### src/midi_byte_stream_parser_unit_defines.svh
// assertion macros for the midi byte stream parser
`ifndef MIDI_BYTE_STREAM_PARSER_UNIT_DEFINES_SVH
`define MIDI_BYTE_STREAM_PARSER_UNIT_DEFINES_SVH

// check holds in the same cycle as the trigger
`define MBSP_ASSERT_NOW(label, trig, check, text) \
  label: assert property (@(posedge clk) disable iff (rst) (trig) |-> (check)) \
    else $error(text);

// check holds in the cycle after the trigger
`define MBSP_ASSERT_NEXT(label, trig, check, text) \
  label: assert property (@(posedge clk) disable iff (rst) (trig) |=> (check)) \
    else $error(text);

`endif

### src/mbsp_pkg.sv
// types, codes and helpers shared by the midi byte stream parser
package mbsp_pkg;

  localparam logic [7:0] ACTIVE_SENSE = 8'hFE;
  localparam logic [7:0] SYSEX_START  = 8'hF0;
  localparam logic [7:0] SYSEX_END    = 8'hF7;
  localparam logic [7:0] MTC_QF       = 8'hF1;
  localparam logic [7:0] SONG_POS     = 8'hF2;
  localparam logic [7:0] SONG_SEL     = 8'hF3;
  localparam logic [7:0] STATUS_BIT   = 8'h80;
  localparam logic [3:0] SYSTEM_NIB   = 4'hF;

  typedef enum logic [2:0] {
    MODE_IDLE  = 3'b001,
    MODE_DATA  = 3'b010,
    MODE_SYSEX = 3'b100
  } mode_t;

  typedef struct packed {
    logic [7:0] status_byte;
    logic [7:0] first_data;
    logic [7:0] second_data;
    logic [1:0] byte_count;
  } msg_t;

  // data bytes that follow a channel status
  function automatic logic [1:0] channel_data_len(input logic [7:0] status);
    logic [2:0] hi;
    hi = status[6:4];
    return (hi == 3'd4 || hi == 3'd5) ? 2'd1 : 2'd2;
  endfunction

endpackage

### src/mbsp_byte_if.sv
// valid/ready channel carrying one received midi byte
interface mbsp_byte_if;
  logic       valid;
  logic       ready;
  logic [7:0] rx_byte;

  modport source (output valid, output rx_byte, input ready);
  modport sink   (input valid, input rx_byte, output ready);
endinterface

### src/mbsp_msg_if.sv
// valid/ready channel carrying one assembled midi message
interface mbsp_msg_if;
  logic       valid;
  logic       ready;
  logic [7:0] status_byte;
  logic [7:0] first_data;
  logic [7:0] second_data;
  logic [1:0] byte_count;

  modport source (output valid, output status_byte, output first_data,
                  output second_data, output byte_count, input ready);
  modport sink   (input valid, input status_byte, input first_data,
                  input second_data, input byte_count, output ready);
endinterface

### src/mbsp_parse.sv
// parser state and per-byte message assembly logic
module mbsp_parse import mbsp_pkg::*; (
  input  logic       clk,
  input  logic       rst,
  input  logic       fire,
  input  logic [7:0] rx_byte,
  output logic       res_valid,
  output msg_t       res
);

  mode_t      mode, mode_next;
  logic [1:0] held, held_next;
  logic [1:0] remaining, remaining_next;
  logic [7:0] running, running_next;
  logic [7:0] store [0:2];
  logic [7:0] store_next [0:2];
  logic [1:0] count;
  logic [1:0] len;

  always_comb begin
    mode_next      = mode;
    held_next      = held;
    remaining_next = remaining;
    running_next   = running;
    store_next     = store;
    res_valid      = 1'b0;
    count          = 2'd1;
    len            = channel_data_len(running);
    if (rx_byte != ACTIVE_SENSE) begin
      unique case (mode)
        MODE_IDLE: begin
          if (rx_byte[7]) begin
            if (rx_byte[7:4] == SYSTEM_NIB) begin
              case (rx_byte) inside
                SYSEX_START: begin
                  mode_next = MODE_SYSEX;
                end
                MTC_QF, SONG_POS, SONG_SEL: begin
                  mode_next      = MODE_DATA;
                  store_next[0]  = rx_byte;
                  held_next      = 2'd1;
                  remaining_next = (rx_byte == SONG_POS) ? 2'd2 : 2'd1;
                end
                default: begin
                  store_next[0]  = rx_byte;
                  held_next      = 2'd0;
                  remaining_next = 2'd0;
                  res_valid      = 1'b1;
                  count          = 2'd1;
                end
              endcase
            end else begin
              mode_next      = MODE_DATA;
              store_next[0]  = rx_byte;
              running_next   = rx_byte;
              held_next      = 2'd1;
              remaining_next = channel_data_len(rx_byte);
            end
          end else if ((running & STATUS_BIT) != 8'h00) begin
            store_next[0] = running;
            store_next[1] = rx_byte;
            if (len <= 2'd1) begin
              held_next      = 2'd0;
              remaining_next = 2'd0;
              res_valid      = 1'b1;
              count          = 2'd2;
            end else begin
              mode_next      = MODE_DATA;
              held_next      = 2'd2;
              remaining_next = 2'(len - 2'd1);
            end
          end
        end
        MODE_DATA: begin
          if (held == 2'd3) begin
            mode_next      = MODE_IDLE;
            held_next      = 2'd0;
            remaining_next = 2'd0;
          end else begin
            store_next[held] = rx_byte;
            if (remaining > 2'd1) begin
              held_next      = 2'(held + 2'd1);
              remaining_next = 2'(remaining - 2'd1);
            end else begin
              remaining_next = 2'd0;
              count          = 2'(held + 2'd1);
              mode_next      = MODE_IDLE;
              held_next      = 2'd0;
              res_valid      = 1'b1;
            end
          end
        end
        MODE_SYSEX: begin
          if (rx_byte == SYSEX_END) begin
            mode_next      = MODE_IDLE;
            held_next      = 2'd0;
            remaining_next = 2'd0;
          end
        end
        default: begin
          mode_next = MODE_IDLE;
        end
      endcase
    end
    res.status_byte = store_next[0];
    res.first_data  = (count >= 2'd2) ? store_next[1] : 8'h00;
    res.second_data = (count >= 2'd3) ? store_next[2] : 8'h00;
    res.byte_count  = count;
  end

  always_ff @(posedge clk) begin
    if (rst) begin
      mode      <= MODE_IDLE;
      held      <= 2'd0;
      remaining <= 2'd0;
      running   <= 8'h00;
    end else if (fire) begin
      mode      <= mode_next;
      held      <= held_next;
      remaining <= remaining_next;
      running   <= running_next;
    end
  end

  // message store has no reset
  always_ff @(posedge clk) begin
    if (fire) begin
      store <= store_next;
    end
  end

endmodule

### src/mbsp_out_stage.sv
// result register that drives the message channel
module mbsp_out_stage import mbsp_pkg::*; (
  input  logic       clk,
  input  logic       rst,
  input  logic       load,
  input  logic       load_valid,
  input  msg_t       load_msg,
  output logic       space,
  mbsp_msg_if.source msg
);

  logic valid;
  msg_t data;

  assign space = !valid || msg.ready;

  always_ff @(posedge clk) begin
    if (rst) begin
      valid <= 1'b0;
    end else if (space) begin
      valid <= load && load_valid;
    end
  end

  always_ff @(posedge clk) begin
    if (space && load && load_valid) begin
      data <= load_msg;
    end
  end

  assign msg.valid       = valid;
  assign msg.status_byte = data.status_byte;
  assign msg.first_data  = data.first_data;
  assign msg.second_data = data.second_data;
  assign msg.byte_count  = data.byte_count;

endmodule

### src/midi_byte_stream_parser_unit.sv
// midi byte stream parser with running status, top level
//
//   channel  dir  payload                                           request
//   rx       in   rx_byte                                           one byte
//   msg      out  status_byte, first_data, second_data, byte_count  one message
//
// a byte is registered in the input register, then the parser updates its
// state and loads the result register; one byte per cycle while msg is not stalled
// rst is synchronous and clears mode, counts, running status and valid flags
// a stalled msg channel holds the result register; rx keeps taking one more
// byte into the input register, then ready drops until msg is drained
`include "midi_byte_stream_parser_unit_defines.svh"

module midi_byte_stream_parser_unit import mbsp_pkg::*; (
  input logic        clk,
  input logic        rst,
  mbsp_byte_if.sink  rx,
  mbsp_msg_if.source msg
);

  logic       in_q_valid;
  logic [7:0] in_q_byte;
  logic       space;
  logic       fire;
  logic       res_valid;
  msg_t       res;

  assign fire     = in_q_valid && space;
  assign rx.ready = !in_q_valid || space;

  always_ff @(posedge clk) begin
    if (rst) begin
      in_q_valid <= 1'b0;
    end else if (rx.ready) begin
      in_q_valid <= rx.valid;
    end
  end

  always_ff @(posedge clk) begin
    if (rx.valid && rx.ready) begin
      in_q_byte <= rx.rx_byte;
    end
  end

  mbsp_parse u_parse (
    .clk       (clk),
    .rst       (rst),
    .fire      (fire),
    .rx_byte   (in_q_byte),
    .res_valid (res_valid),
    .res       (res)
  );

  mbsp_out_stage u_out (
    .clk        (clk),
    .rst        (rst),
    .load       (fire),
    .load_valid (res_valid),
    .load_msg   (res),
    .space      (space),
    .msg        (msg)
  );

  `MBSP_ASSERT_NOW(a_msg_shape, msg.valid, msg.status_byte[7] && msg.byte_count != 2'd0, "bad message")
  `MBSP_ASSERT_NOW(a_short_zero, msg.valid && msg.byte_count == 2'd1, msg.first_data == 8'h00 && msg.second_data == 8'h00, "data on status-only message")
  `MBSP_ASSERT_NOW(a_full_stall, in_q_valid && msg.valid && !msg.ready, !rx.ready, "input taken while pipeline full")
  `MBSP_ASSERT_NEXT(a_hold_byte, in_q_valid && !space, in_q_valid && $stable(in_q_byte), "stalled byte lost")

endmodule

### src/flat_wrapper.sv
// flat-port wrapper written by rule: the top's interface ports become plain ports
module midi_byte_stream_parser_unit_flat import mbsp_pkg::*;
  (clk, rst, rx_valid, rx_rx_byte, rx_ready, msg_valid, msg_status_byte, msg_first_data, msg_second_data, msg_byte_count, msg_ready);
  mbsp_byte_if rx_i ();
  mbsp_msg_if msg_i ();
  input logic clk;
  input logic rst;
  input wire logic [$bits(rx_i.valid)-1:0] rx_valid;
  input wire logic [$bits(rx_i.rx_byte)-1:0] rx_rx_byte;
  output wire logic [$bits(rx_i.ready)-1:0] rx_ready;
  output wire logic [$bits(msg_i.valid)-1:0] msg_valid;
  output wire logic [$bits(msg_i.status_byte)-1:0] msg_status_byte;
  output wire logic [$bits(msg_i.first_data)-1:0] msg_first_data;
  output wire logic [$bits(msg_i.second_data)-1:0] msg_second_data;
  output wire logic [$bits(msg_i.byte_count)-1:0] msg_byte_count;
  input wire logic [$bits(msg_i.ready)-1:0] msg_ready;
  assign rx_i.valid = rx_valid;
  assign rx_i.rx_byte = rx_rx_byte;
  assign rx_ready = rx_i.ready;
  assign msg_valid = msg_i.valid;
  assign msg_status_byte = msg_i.status_byte;
  assign msg_first_data = msg_i.first_data;
  assign msg_second_data = msg_i.second_data;
  assign msg_byte_count = msg_i.byte_count;
  assign msg_i.ready = msg_ready;
  midi_byte_stream_parser_unit u_core (.clk(clk), .rst(rst), .rx(rx_i), .msg(msg_i));
endmodule
### config.mk
export PLATFORM = sky130hd
export DESIGN_NAME = midi_byte_stream_parser_unit_flat
export DESIGN_NICKNAME = d
export VERILOG_FILES = /design/src/mbsp_pkg.sv /design/src/mbsp_byte_if.sv /design/src/mbsp_msg_if.sv /design/src/mbsp_parse.sv /design/src/mbsp_out_stage.sv /design/src/midi_byte_stream_parser_unit.sv /design/src/flat_wrapper.sv
export VERILOG_INCLUDE_DIRS = /design/src /design/src/src
export SDC_FILE = /design/constraint.sdc
export NUM_CORES = 1
export LEC_CHECK = 0
export BUFFER_PORTS_ARGS = -buffer_cell sky130_fd_sc_hd__buf_2
export CAP_MARGIN = 10
export CORE_ASPECT_RATIO = 0.8
export CORE_MARGIN = 2
export CORE_UTILIZATION = 46
export DETAILED_ROUTE_END_ITERATION = 10
export GPL_ROUTABILITY_DRIVEN = 0
export GPL_TIMING_DRIVEN = 0
export PLACE_DENSITY_LB_ADDON = 0.3
export SLEW_MARGIN = 10
export SYNTH_ARGS = -nofsm -noshare
export SYNTH_HDL_FRONTEND = slang
export SYNTH_SLANG_ARGS = --single-unit
### constraint.sdc
create_clock -name clk -period 3.3 [get_ports clk]
set_input_delay 0.495 -clock clk [delete_from_list [all_inputs] [get_ports clk]]
set_output_delay 0.495 -clock clk [all_outputs]
set_load 0.02 [all_outputs]
======== Word level (Yosys, flattened, before mapping) ========
Cells that the tools add are included.
word-level totals
  bits in registers ....................... 75
  latch bits .............................. 0
  memory bits (writable) .................. 0
  ROM bits ................................ 0
  input bits .............................. 12
  memories kept ........................... 0
cells by class
  $add $sub $neg .......................... 3
  multiply operators ...................... 0
  div/mod/pow operators ................... 0
  $lt $le $gt $ge ......................... 6
  eq/ne operators ......................... 21
  shift-type cells ........................ 0
  muxes and demuxes ....................... 61
  bitwise logic cells ..................... 2
  reduce and logical (&&, ||, !) cells .... 17
operator list
  cell                  count
  $mux W2               25
  $mux W24              2
  $mux W8               6
  $eq A8 B8 Y1 const B  5
  $pmux W16 S2          1
  $mux W3               9
  $bwmux W24            1
  $demux W8 S2          1
  $mux W16              1
  $eq A3 B3 Y1 const B  5
  $pmux W2 S3           2
  $mux W1               10
  $pmux W3 S3           1
  $ne A8 B8 Y1 const B  1
  $reduce_and A7 Y1     1
  $logic_and A1 B1 Y1   6
  $ne A3 B2 Y1 const B  2
  $reduce_and A6 Y1     1
  $ne A5 B5 Y1 const B  1
  $reduce_and A5 Y1     1
  $eq A4 B4 Y1 const B  1
  $ge A2 B2 Y1 const B  2
  $logic_or A1 B1 Y1    4
  $ne A4 B4 Y1 const B  1
  18 further kinds      20

======== Depth between registers and ports, before layout ========
Gate-level depths: netlist (run 1).
  depth after elaboration ................. 10
  gate-level depth with buffers ........... 7

======== Modules after synthesis ========
Synthesis (run 1) repeated with hierarchy kept, for this count alone.
second synthesis, totals
  cells, all modules ...................... 315
  area total of the unflattened synthesis .. 3816.2 um2
by module, submodules not included
  module                        instances  cells each  area an instance (um2)
  mbsp_parse                    1          270         2670.1
  mbsp_out_stage                1          31          843.3
  midi_byte_stream_parser_unit  1          14          302.8

======== Worst setup path after synthesis (run 1) ========
OpenSTA, ideal clock, no wires.
  kind .................................... register to register
  start ................................... reg u_core.u_parse.held[0]
  end ..................................... reg u_core.u_out.data (netlist bit u_core.u_out.msg.byte_count[0]), enable pin
  arrival time ............................ 3.080 ns
  data required time ...................... 2.856 ns
  setup slack ............................. -0.224 ns
  cell stages (with the launch flop) ...... 6
  buffers on the path ..................... 0
  path through ............................ dfxtp_1 ha_1 nor4b_4 nor2b_1 a21oi_1 nor3_1
between the ends
  cells in the longest elaborated chain, start to end .. 5
ends and longest elaborated chain
  item                    RTL line              text
  start, declared         mbsp_parse.sv:12      logic [1:0] held, held_next;
  start signal, assigned  mbsp_parse.sv:119     held <= held_next;
  $eq A2 B2 Y1            mbsp_parse.sv:75      if (held == 2'd3) begin
  $mux W1                 mbsp_parse.sv:75
  $pmux W1 S2             mbsp_parse.sv:30      unique case (mode)
  $mux W1                 mbsp_parse.sv:29      if (rx_byte != ACTIVE_SENSE) begin
  $logic_and A1 B1 Y1     mbsp_out_stage.sv:26  if (space && load && load_valid) begin
  end signal, assigned    mbsp_out_stage.sv:27  data <= load_msg;
  end, declared           mbsp_out_stage.sv:13  msg_t data;
No other way between the ends.
A chain may end at the register's enable or synchronous reset.

======== Worst setup path after layout (run 1) ========
  start ................................... reg u_core.u_parse.held[0]
  end ..................................... reg u_core.u_out.data (netlist bit u_core.u_out.msg.status_byte[7]), enable pin
Same word-level chain as after synthesis.

==> results.yml, run 1 <==
clock_tree:
  htreeDepth: 3
  clk_pin_slew_worst_paths_ns: 0.08
  clk-insertion-delay-late_ns: 0.35
  clock_path_buffers: 2
  cts_resized: 0
  numCtsBuffers: 9
  post-cts-setup-buffers: 0
  hold_buffers: 0
  cts_tree: "built"
  cts_root_buf: "clkbuf_8"
  cts_sinks: 75
logic_synthesis:
  netlist.area_leader.share: 0.449
  synth_area_leaders: "edfxtp_1 45%, dfxtp_1 8.8%, mux2_4 5.0%, mux2i_1 3.1%, o21ai_0 2.6%"
  synth_nets: 347
  synth_edf_count: 58
  syn_avg_cell_area_sq_um: 11.7
  ys_seq_area_frac: 0.537
  yosys.area.top_type: "edfxtp_1"
  yosysWarnings: 0
  syn_area_sq_um: 3880
  synth_ff_type: "edfxtp_1"
  synthCells: 331
  synth-seq-cells: 75
  synth_cell_types: 61
  synth-async-reset-ratio: 0
cells_and_area:
  drive_above_1_share: 0.249
  num-nets-final: 397
  post-route-cell-area_sq_um: 4450
  regArea_sq_um: 2080
  antenna_cells: 0
  syn2layout_area_growth_pct: 14.7
  final_cell_mix: "58 x edfxtp_1, 44 x buf_2, 26 x nor2_1, 20 x o21ai_0, 17 x dfxtp_1"
  final_common_cell: "edfxtp_1"
  nFillCells: 704
  multi_input_comb_area_sq_um: 1610
power:
  max-vdd-ir-drop_v: 0.000318
  leakagePower_nw: 1.59
  power_w: 0.00222
  power.density_nw_per_um2: 499
sta:
  worst_slew_pin_slew_ns: 1.06
  timing.final.ws_setup_ns: 0.679
  finalHoldViolCount: 0
  slew_viol_final: 0
  fmax_mhz: 382
  relSlewSlack: 0.293
  post-route-period-util: 0.794
  setup_viol: 0
  period_needed_ns: 2.62
  rsz0062_at_grt: "no"
  fin_worst_skew_ns: 0.0125
floorplan:
  core-area_sq_um: 8060
  die_area_sq_um: 9180
  ios: 40
  die_h_microns: 86.1
  die_x_microns: 107
  start_util: 0.481
  rows: 29
drt:
  drt_iter0_drc: 220
  vias_per_cell: 5.82
  vias: 2875
  firstDrtPassIters: 5
  postRouteAntennaNets: 0
  drt-total-wl_mm: 8.94
  wire_per_inst_microns: 18.1
  drc: 0
grt:
  grt_max_degree: 25
  track_usage: 0.207
  grt_pass1_vias: 2684
  grt_pass1_wl_mm: 14.4
  overflow: 0
  antenna_found_initial: 0
placed_design:
  placed_cell_area_sq_um: 4240
  dp_slack_ns: 0.733
  dp_hpwl_mm: 5.93
  portBuffers: 38
job:
  drv_cap: 0
critical_path:
  worstSetupPathType: "reg2reg"
  crit_fanout: 16
  crit_required_ns: 3.36
  endpoint_kind: "flip-flop"
  start_kind: "flip-flop"
  crit_arrival_ns: 2.68
min_path:
  hold_class: "in2reg"
outcome:
  status: "complete, no violations"
==> worst max-delay path: stages (launching register included) <==
cell and delay, ns:
dfxtp_1 0.39, ha_1 0.28, nor4b_4 0.50, nor2b_1 0.23, a21oi_1 0.09, nor3_4 0.59
buf_16 0.23
==> layer usage <==
layer | routed length (microns) | GRT usage
met1 | 4240 | 0.303
met2 | 3830 | 0.296
met5 | 0 | 0
met4 | 197 | 0.0838
met3 | 675 | 0.0479
==> final cells by class <==
cell class,count,share of cell area
buffer,21,0.0329
clock buffer,10,0.0287
clock inverter,6,0.0180
inverter,14,0.0118
multi-input combinational,221,0.361
sequential,75,0.468
tap,108,0.0304
timing repair buffer,39,0.0489
==> power breakdown <==
group | internal [W] | switching [W] | total, W
Combinational | 0.000151 | 0.000206 | 0.000357
Sequential | 0.00108 | 0.0000310 | 0.00111
Clock | 0.000420 | 0.000335 | 0.000755
==> per-stage QoR <==
stage	setup TNS (ns)	hold WS (ns)	util	std cells
2_1_floorplan	0	0.460	-	331
3_3_place_gp	-2.85	0.475	0.522	477
3_5_place_dp	0	0.488	0.527	478
4_1_cts	0	0.302	0.552	494
5_1_grt	0	0.297	0.552	494
6_report	0	0.316	0.552	494
==> final timing paths <==
path / start / end / slack, ns / depth (start not counted)
worst max-delay path: u_core.u_parse.held[0] / u_core.u_out.msg.status_byte[7] / 0.68 / 6
worst min register to register: u_core.u_parse.running[1] / u_core.u_parse.running[1] / 0.52 / 2
worst min-delay path: rx_rx_byte[7] / u_core.in_q_byte[7] / 0.32 / 1
worst max register to register: u_core.u_parse.held[0] / u_core.u_out.msg.status_byte[7] / 0.68 / 6
==> state kept, by name (all words and copies together) (netlist names) <==
register	flops
u_core.u_out.msg.valid	1
u_core.in_q_valid	1
u_core.u_out.msg.byte_count	2
u_core.u_parse.remaining	2
u_core.u_parse.mode	3
u_core.u_parse.held	2
u_core.u_parse.running	8
u_core.u_out.msg.first_data	8
u_core.in_q_byte	8
u_core.u_out.msg.status_byte	8
u_core.u_out.msg.second_data	8
u_core.u_parse.store	24
==> Yosys cell counts (7+ instances only) <==
cell type  number
o22ai_1         7
nor2b_1        14
buf_6           7
a21oi_1        15
nor3_1         12
edfxtp_1       58
mux2i_1        12
dfxtp_1        17
nor2_1         26
nand2_1        10
a22oi_1        10
mux2_4         13
o21ai_0        20
inv_1          14
==> logic make-up (layout without fill, tap and decap cells) <==
group | count (synthesis) | in the layout | share of synthesized area
AOI/OAI and AO/OA | 88 | 88 | 0.157
xor gates and xnor gates | 2 | 2 | 0.00452
adders and majority gates | 4 | 4 | 0.0129
buffers and inverters | 35 | 90 | 0.0513
DFF | 75 | 75 | 0.537
muxes | 25 | 25 | 0.0813
and+or+nand+nor | 102 | 102 | 0.157
Power figures use the tool's default switching activity.
==> inputs of run 2 (changes only) <==
clock period = 2.1 ns   (was 3.3 ns; I/O delays follow)
==> run 2 against run 1 <==
Compared with the run above:
- combinational power is 68% higher
- highest routed layer unchanged
- final cell count is 1.6% higher
- largest cell class unchanged
- register-to-register slack worse by 0.61 ns
==> results.yml, run 2 (synthesis results as in run 1) <==
grt:
  grt_max_degree: 25
  overflow: 0
  antenna_found_initial: 0
  track_usage: 0.204
  grt_pass1_vias: 2638
  grt_pass1_wl_mm: 13.9
sta:
  slew_viol_final: 0
  setup_viol: 0
  setup_tns_ns: 0
  period_needed_ns: 2.03
  fmax_mhz: 493
  post-route-period-util: 0.967
  relSlewSlack: 0.328
  worst_slew_pin_slew_ns: 1.01
  finalHoldViolCount: 0
  hold_slack_ns: 0.131
  fin_worst_skew_ns: 0.0116
floorplan:
  die_h_microns: 86.1
  core-area_sq_um: 8060
  die_x_microns: 107
  rows: 29
  die_area_sq_um: 9180
  ios: 40
  start_util: 0.481
critical_path:
  crit_fanout: 13
  worstSetupPathType: "reg2reg"
  start_kind: "flip-flop"
  endpoint_kind: "flip-flop"
  crit_required_ns: 2.35
  crit_arrival_ns: 2.28
clock_tree:
  clk-insertion-delay-late_ns: 0.36
  htreeDepth: 3
  clk_pin_slew_worst_paths_ns: 0.07
  cts_sinks: 75
  numCtsBuffers: 9
  hold_buffers: 0
  cts_tree: "built"
  cts_root_buf: "clkbuf_8"
  clock_path_buffers: 2
cells_and_area:
  post-route-cell-area_sq_um: 4600
  post-route-util: 0.571
  drive_above_1_share: 0.302
  final_cell_mix: "58 x edfxtp_1, 42 x buf_2, 26 x nor2_1, 20 x o21ai_0, 15 x dfxtp_1"
  largest_register: "u_core.u_parse.store"
  largest_register_ffs: 24
  antenna_cells: 0
  num-nets-final: 405
  final_common_cell: "edfxtp_1"
  syn2layout_area_growth_pct: 18.7
placed_design:
  portBuffers: 38
  placed_cell_area_sq_um: 4260
  dp_hpwl_mm: 6.07
drt:
  wire_per_inst_microns: 18.1
  firstDrtPassIters: 4
  drt-total-wl_mm: 9.10
  postRouteAntennaNets: 0
  vias: 2939
  drt_iter0_drc: 258
  vias_per_cell: 5.85
  drc: 0
power:
  max-vdd-ir-drop_v: 0.000410
  leakagePower_nw: 1.65
  power.density_nw_per_um2: 769
min_path:
  hold_class: "in2reg"
job:
  drv_cap: 0
outcome:
  status: "complete, no violations"
run 2: cell types whose count changed in the layout (fill, tap and decap cells not counted), moves of 2 or more:
cell / change
clkinv_1: -2
nor2b_1: -2
buf_4: +10
clkbuf_1: -2
clkbuf_2: +2
dfxtp_2: +2
nor3_2: +2
dfxtp_1: -2
nor3_1: -2
buf_2: -2
run 2: through the flow:
step	worst slack, ns	total power, W	instances
final	0.0702	0.00354	502
after global routing	-0.0167	0.00367	502
after CTS	0.0440	0.00353	501
after detailed placement	-0.514	0.00232	478
after global placement	-0.721	0.00230	477
after floorplan	-0.222	0.00218	331
run 2: what timing repair did:
action | in CTS | in global routing
setup buffers | 8 | 1
resized for setup | 6 | 13
setup endpoints to repair | 60 | 38
pin swaps | 3 | 2
run 2: critical path, cell delays in order (launching register included):
cell and delay, ns:
edfxtp_1 0.43, clkbuf_4 0.24, nor2_1 0.43, o22ai_1 0.16, a21oi_2 0.22, nor3_4 0.08, buf_8 0.16, o21ba_2 0.21
run 2: per-layer routing:
metal	share of wire	up-vias	GRT usage
met5	0	-	0
met4	0.013	0	0.0697
met3	0.083	10	0.0570
met2	0.44	126	0.290
met1	0.46	1437	0.298
li1	-	1366	-
run 2: path summary, 6_finish.rpt:
check,from,endpoint,slack [ns],cells past startpoint
setup / recovery,u_core.in_q_byte[2],u_core.u_out.msg.valid,0.07,7
hold / removal,rx_rx_byte[5],u_core.in_q_byte[5],0.13,1
setup reg to reg,u_core.in_q_byte[2],u_core.u_out.msg.valid,0.07,7
hold reg to reg,u_core.u_parse.running[4],u_core.u_parse.running[4],0.52,2
run 2: layout make-up:
cell class / instances / area, sq um
multi-input combinational: 221 / 1690
buffer: 20 / 146
timing repair buffer: 48 / 285
sequential: 75 / 2080
inverter: 14 / 52.6
clock buffer: 11 / 131
clock inverter: 5 / 77.6
fill: 700 / 3450
tap: 108 / 135
run 2: power by group:
part           switching [W]  internal, W  leakage, nW  total (W)
combinational       0.000337     0.000261        0.896   0.000598
clock               0.000531     0.000666        0.103    0.00120
sequential         0.0000546      0.00169        0.649    0.00175
==> inputs of run 3 (changes only) <==
CORE_MARGIN = 10   (was 2)
==> run 3 against run 2 <==
Compared with the run above:
- sequential share of layout area shrank 0.46 points
- global-route usage shrank 5.0 points
- worst setup slack lost 0.0086 ns
- worst hold slack lost 0.00073 ns
- routed wire length grew 1.8%
- via count shrank 1.3%
- final area grew 1.0%
- critical path depth shrank 1
- maximum frequency shrank 0.42%
- core utilization grew 0.59 points
- sequential cell count is the same
- register-to-register slack is essentially flat
- largest cell class unchanged
==> results.yml, run 3 (synthesis results as in run 1) <==
placed_design:
  dp_hpwl_mm: 6.42
  portBuffers: 38
  dp_slack_ns: -0.481
drt:
  postRouteAntennaNets: 0
  drt-total-wl_mm: 9.26
  vias_per_cell: 5.76
  wire_per_inst_microns: 18.4
  firstDrtPassIters: 5
  drc: 0
  drt_iter0_drc: 331
  vias: 2901
cells_and_area:
  final_common_cell: "edfxtp_1"
  drive_above_1_share: 0.316
  nFillCells: 669
  final_cell_mix: "58 x edfxtp_1, 40 x buf_2, 26 x nor2_1, 20 x o21ai_0, 15 x dfxtp_1"
  syn2layout_area_growth_pct: 19.9
  largest_register_ffs: 24
  num-nets-final: 407
  largest_register: "u_core.u_parse.store"
  antenna_cells: 0
  multi_input_comb_area_sq_um: 1700
  regArea_sq_um: 2080
min_path:
  worstHoldPathCells: 1
  holdPathEnd: "u_core.in_q_byte[5]"
  hold_class: "in2reg"
  hp-start: "rx_rx_byte[5]"
critical_path:
  crit_fanout: 9
  crit_arrival_ns: 2.15
  start_kind: "flip-flop"
  crit_required_ns: 2.21
  r2r_setup_slack_ns: 0.06
  worstSetupPathType: "reg2reg"
  endpoint_kind: "flip-flop"
  reg2reg_to: "u_core.u_parse.store[13]"
  worstRegToRegCells: 6
  r2r-start: "u_core.in_q_byte[5]"
grt:
  overflow: 0
  grt_max_degree: 25
  grt_pass1_wl_mm: 15.0
  track_usage: 0.153
  antenna_found_initial: 0
  grt_pass1_vias: 2786
clock_tree:
  cts_tree: "built"
  clk_pin_slew_worst_paths_ns: 0.08
  hold_buffers: 0
  htreeDepth: 3
  clock_path_buffers: 2
  clk-insertion-delay-late_ns: 0.35
  cts_root_buf: "clkbuf_8"
  cts_sinks: 75
  numCtsBuffers: 9
power:
  max-vdd-ir-drop_v: 0.000414
  power.density_nw_per_um2: 762
  leakagePower_nw: 1.67
sta:
  slew_viol_final: 0
  fin_worst_skew_ns: 0.00956
  post-route-period-util: 0.971
  finalHoldViolCount: 0
  setup_viol: 0
  period_needed_ns: 2.04
  worst_slew_pin_slew_ns: 1.01
  timing.final.ws_setup_ns: 0.0616
  fmax_mhz: 491
  relSlewSlack: 0.325
  hold_slack_ns: 0.130
floorplan:
  rows: 29
  die_x_microns: 123
  die_h_microns: 102
  die_area_sq_um: 12500
  ios: 40
  start_util: 0.481
  core-area_sq_um: 8060
job:
  drv_cap: 0
outcome:
  status: "complete, no violations"
==> run 3: cell count changes in the layout (fill, tap and decap cells not counted), sizes merged <==
cell,delta
clkinv,+1
clkinvlp,+1
==> run 3: how the worst max path moves through the flow <==
stage | start | end
global route | u_core.in_q_byte[2] | u_core.u_out.msg.status_byte[7]
global placement | u_core.u_parse.held[0] | u_core.u_out.msg.first_data[1]
floorplan | u_core.u_parse.held[0] | u_core.u_out.msg.byte_count[0]
finish | u_core.in_q_byte[5] | u_core.u_parse.store[13]
detailed placement | u_core.in_q_byte[0] | u_core.u_out.msg.first_data[1]
CTS | u_core.in_q_byte[5] | u_core.u_parse.store[13]
==> run 3: power by group <==
group	switching, W	internal (W)	total [W]
sequential	0.0000564	0.00169	0.00175
clock	0.000535	0.000664	0.00120
combinational	0.000336	0.000260	0.000596
==> run 3: layer usage <==
metal	share of wire	vias to the layer above	global-route usage
met1	0.43	1366	0.217
met4	0.014	0	0.0488
met2	0.44	152	0.215
met3	0.12	15	0.0507
met5	0	-	0
li1	-	1368	-
==> run 3: what timing repair did <==
item | CTS | global route
endpoints found under the setup margin | 59 | 61
cloned | 0 | 0
gates resized for setup | 6 | 19
pin swaps | 4 | 3
buffers inserted | 11 | 0
==> run 3: layout make-up <==
type	instances	area share
multi-input combinational	221	0.367
clock inverter	7	0.0199
clock buffer	9	0.0266
inverter	14	0.0113
sequential	75	0.448
tap	108	0.0291
buffer	20	0.0334
timing repair buffer	50	0.0646
==> run 3: worst max-delay path: stages, from the launching register on <==
cell and delay (ns):
edfxtp_1 0.39, buf_6 0.17, and4_4 0.17, buf_6 0.13
a311oi_4 0.31, and2_4 0.29, mux2_4 0.32
==> run 3: through the flow <==
stage | cells | instance area, sq um | util | power [W] | setup TNS, ns
3_5_place_dp | 478 | 4270 | 0.530 | 0.00232 | -13.75
5_1_grt | 504 | 4650 | 0.577 | 0.00369 | -0.00583
4_1_cts | 505 | 4590 | 0.569 | 0.00354 | 0
3_3_place_gp | 477 | 4240 | 0.526 | 0.00230 | -21.57
2_1_floorplan | 331 | 3920 | - | 0.00218 | -5.91
6_report | 504 | 4650 | 0.577 | 0.00354 | 0
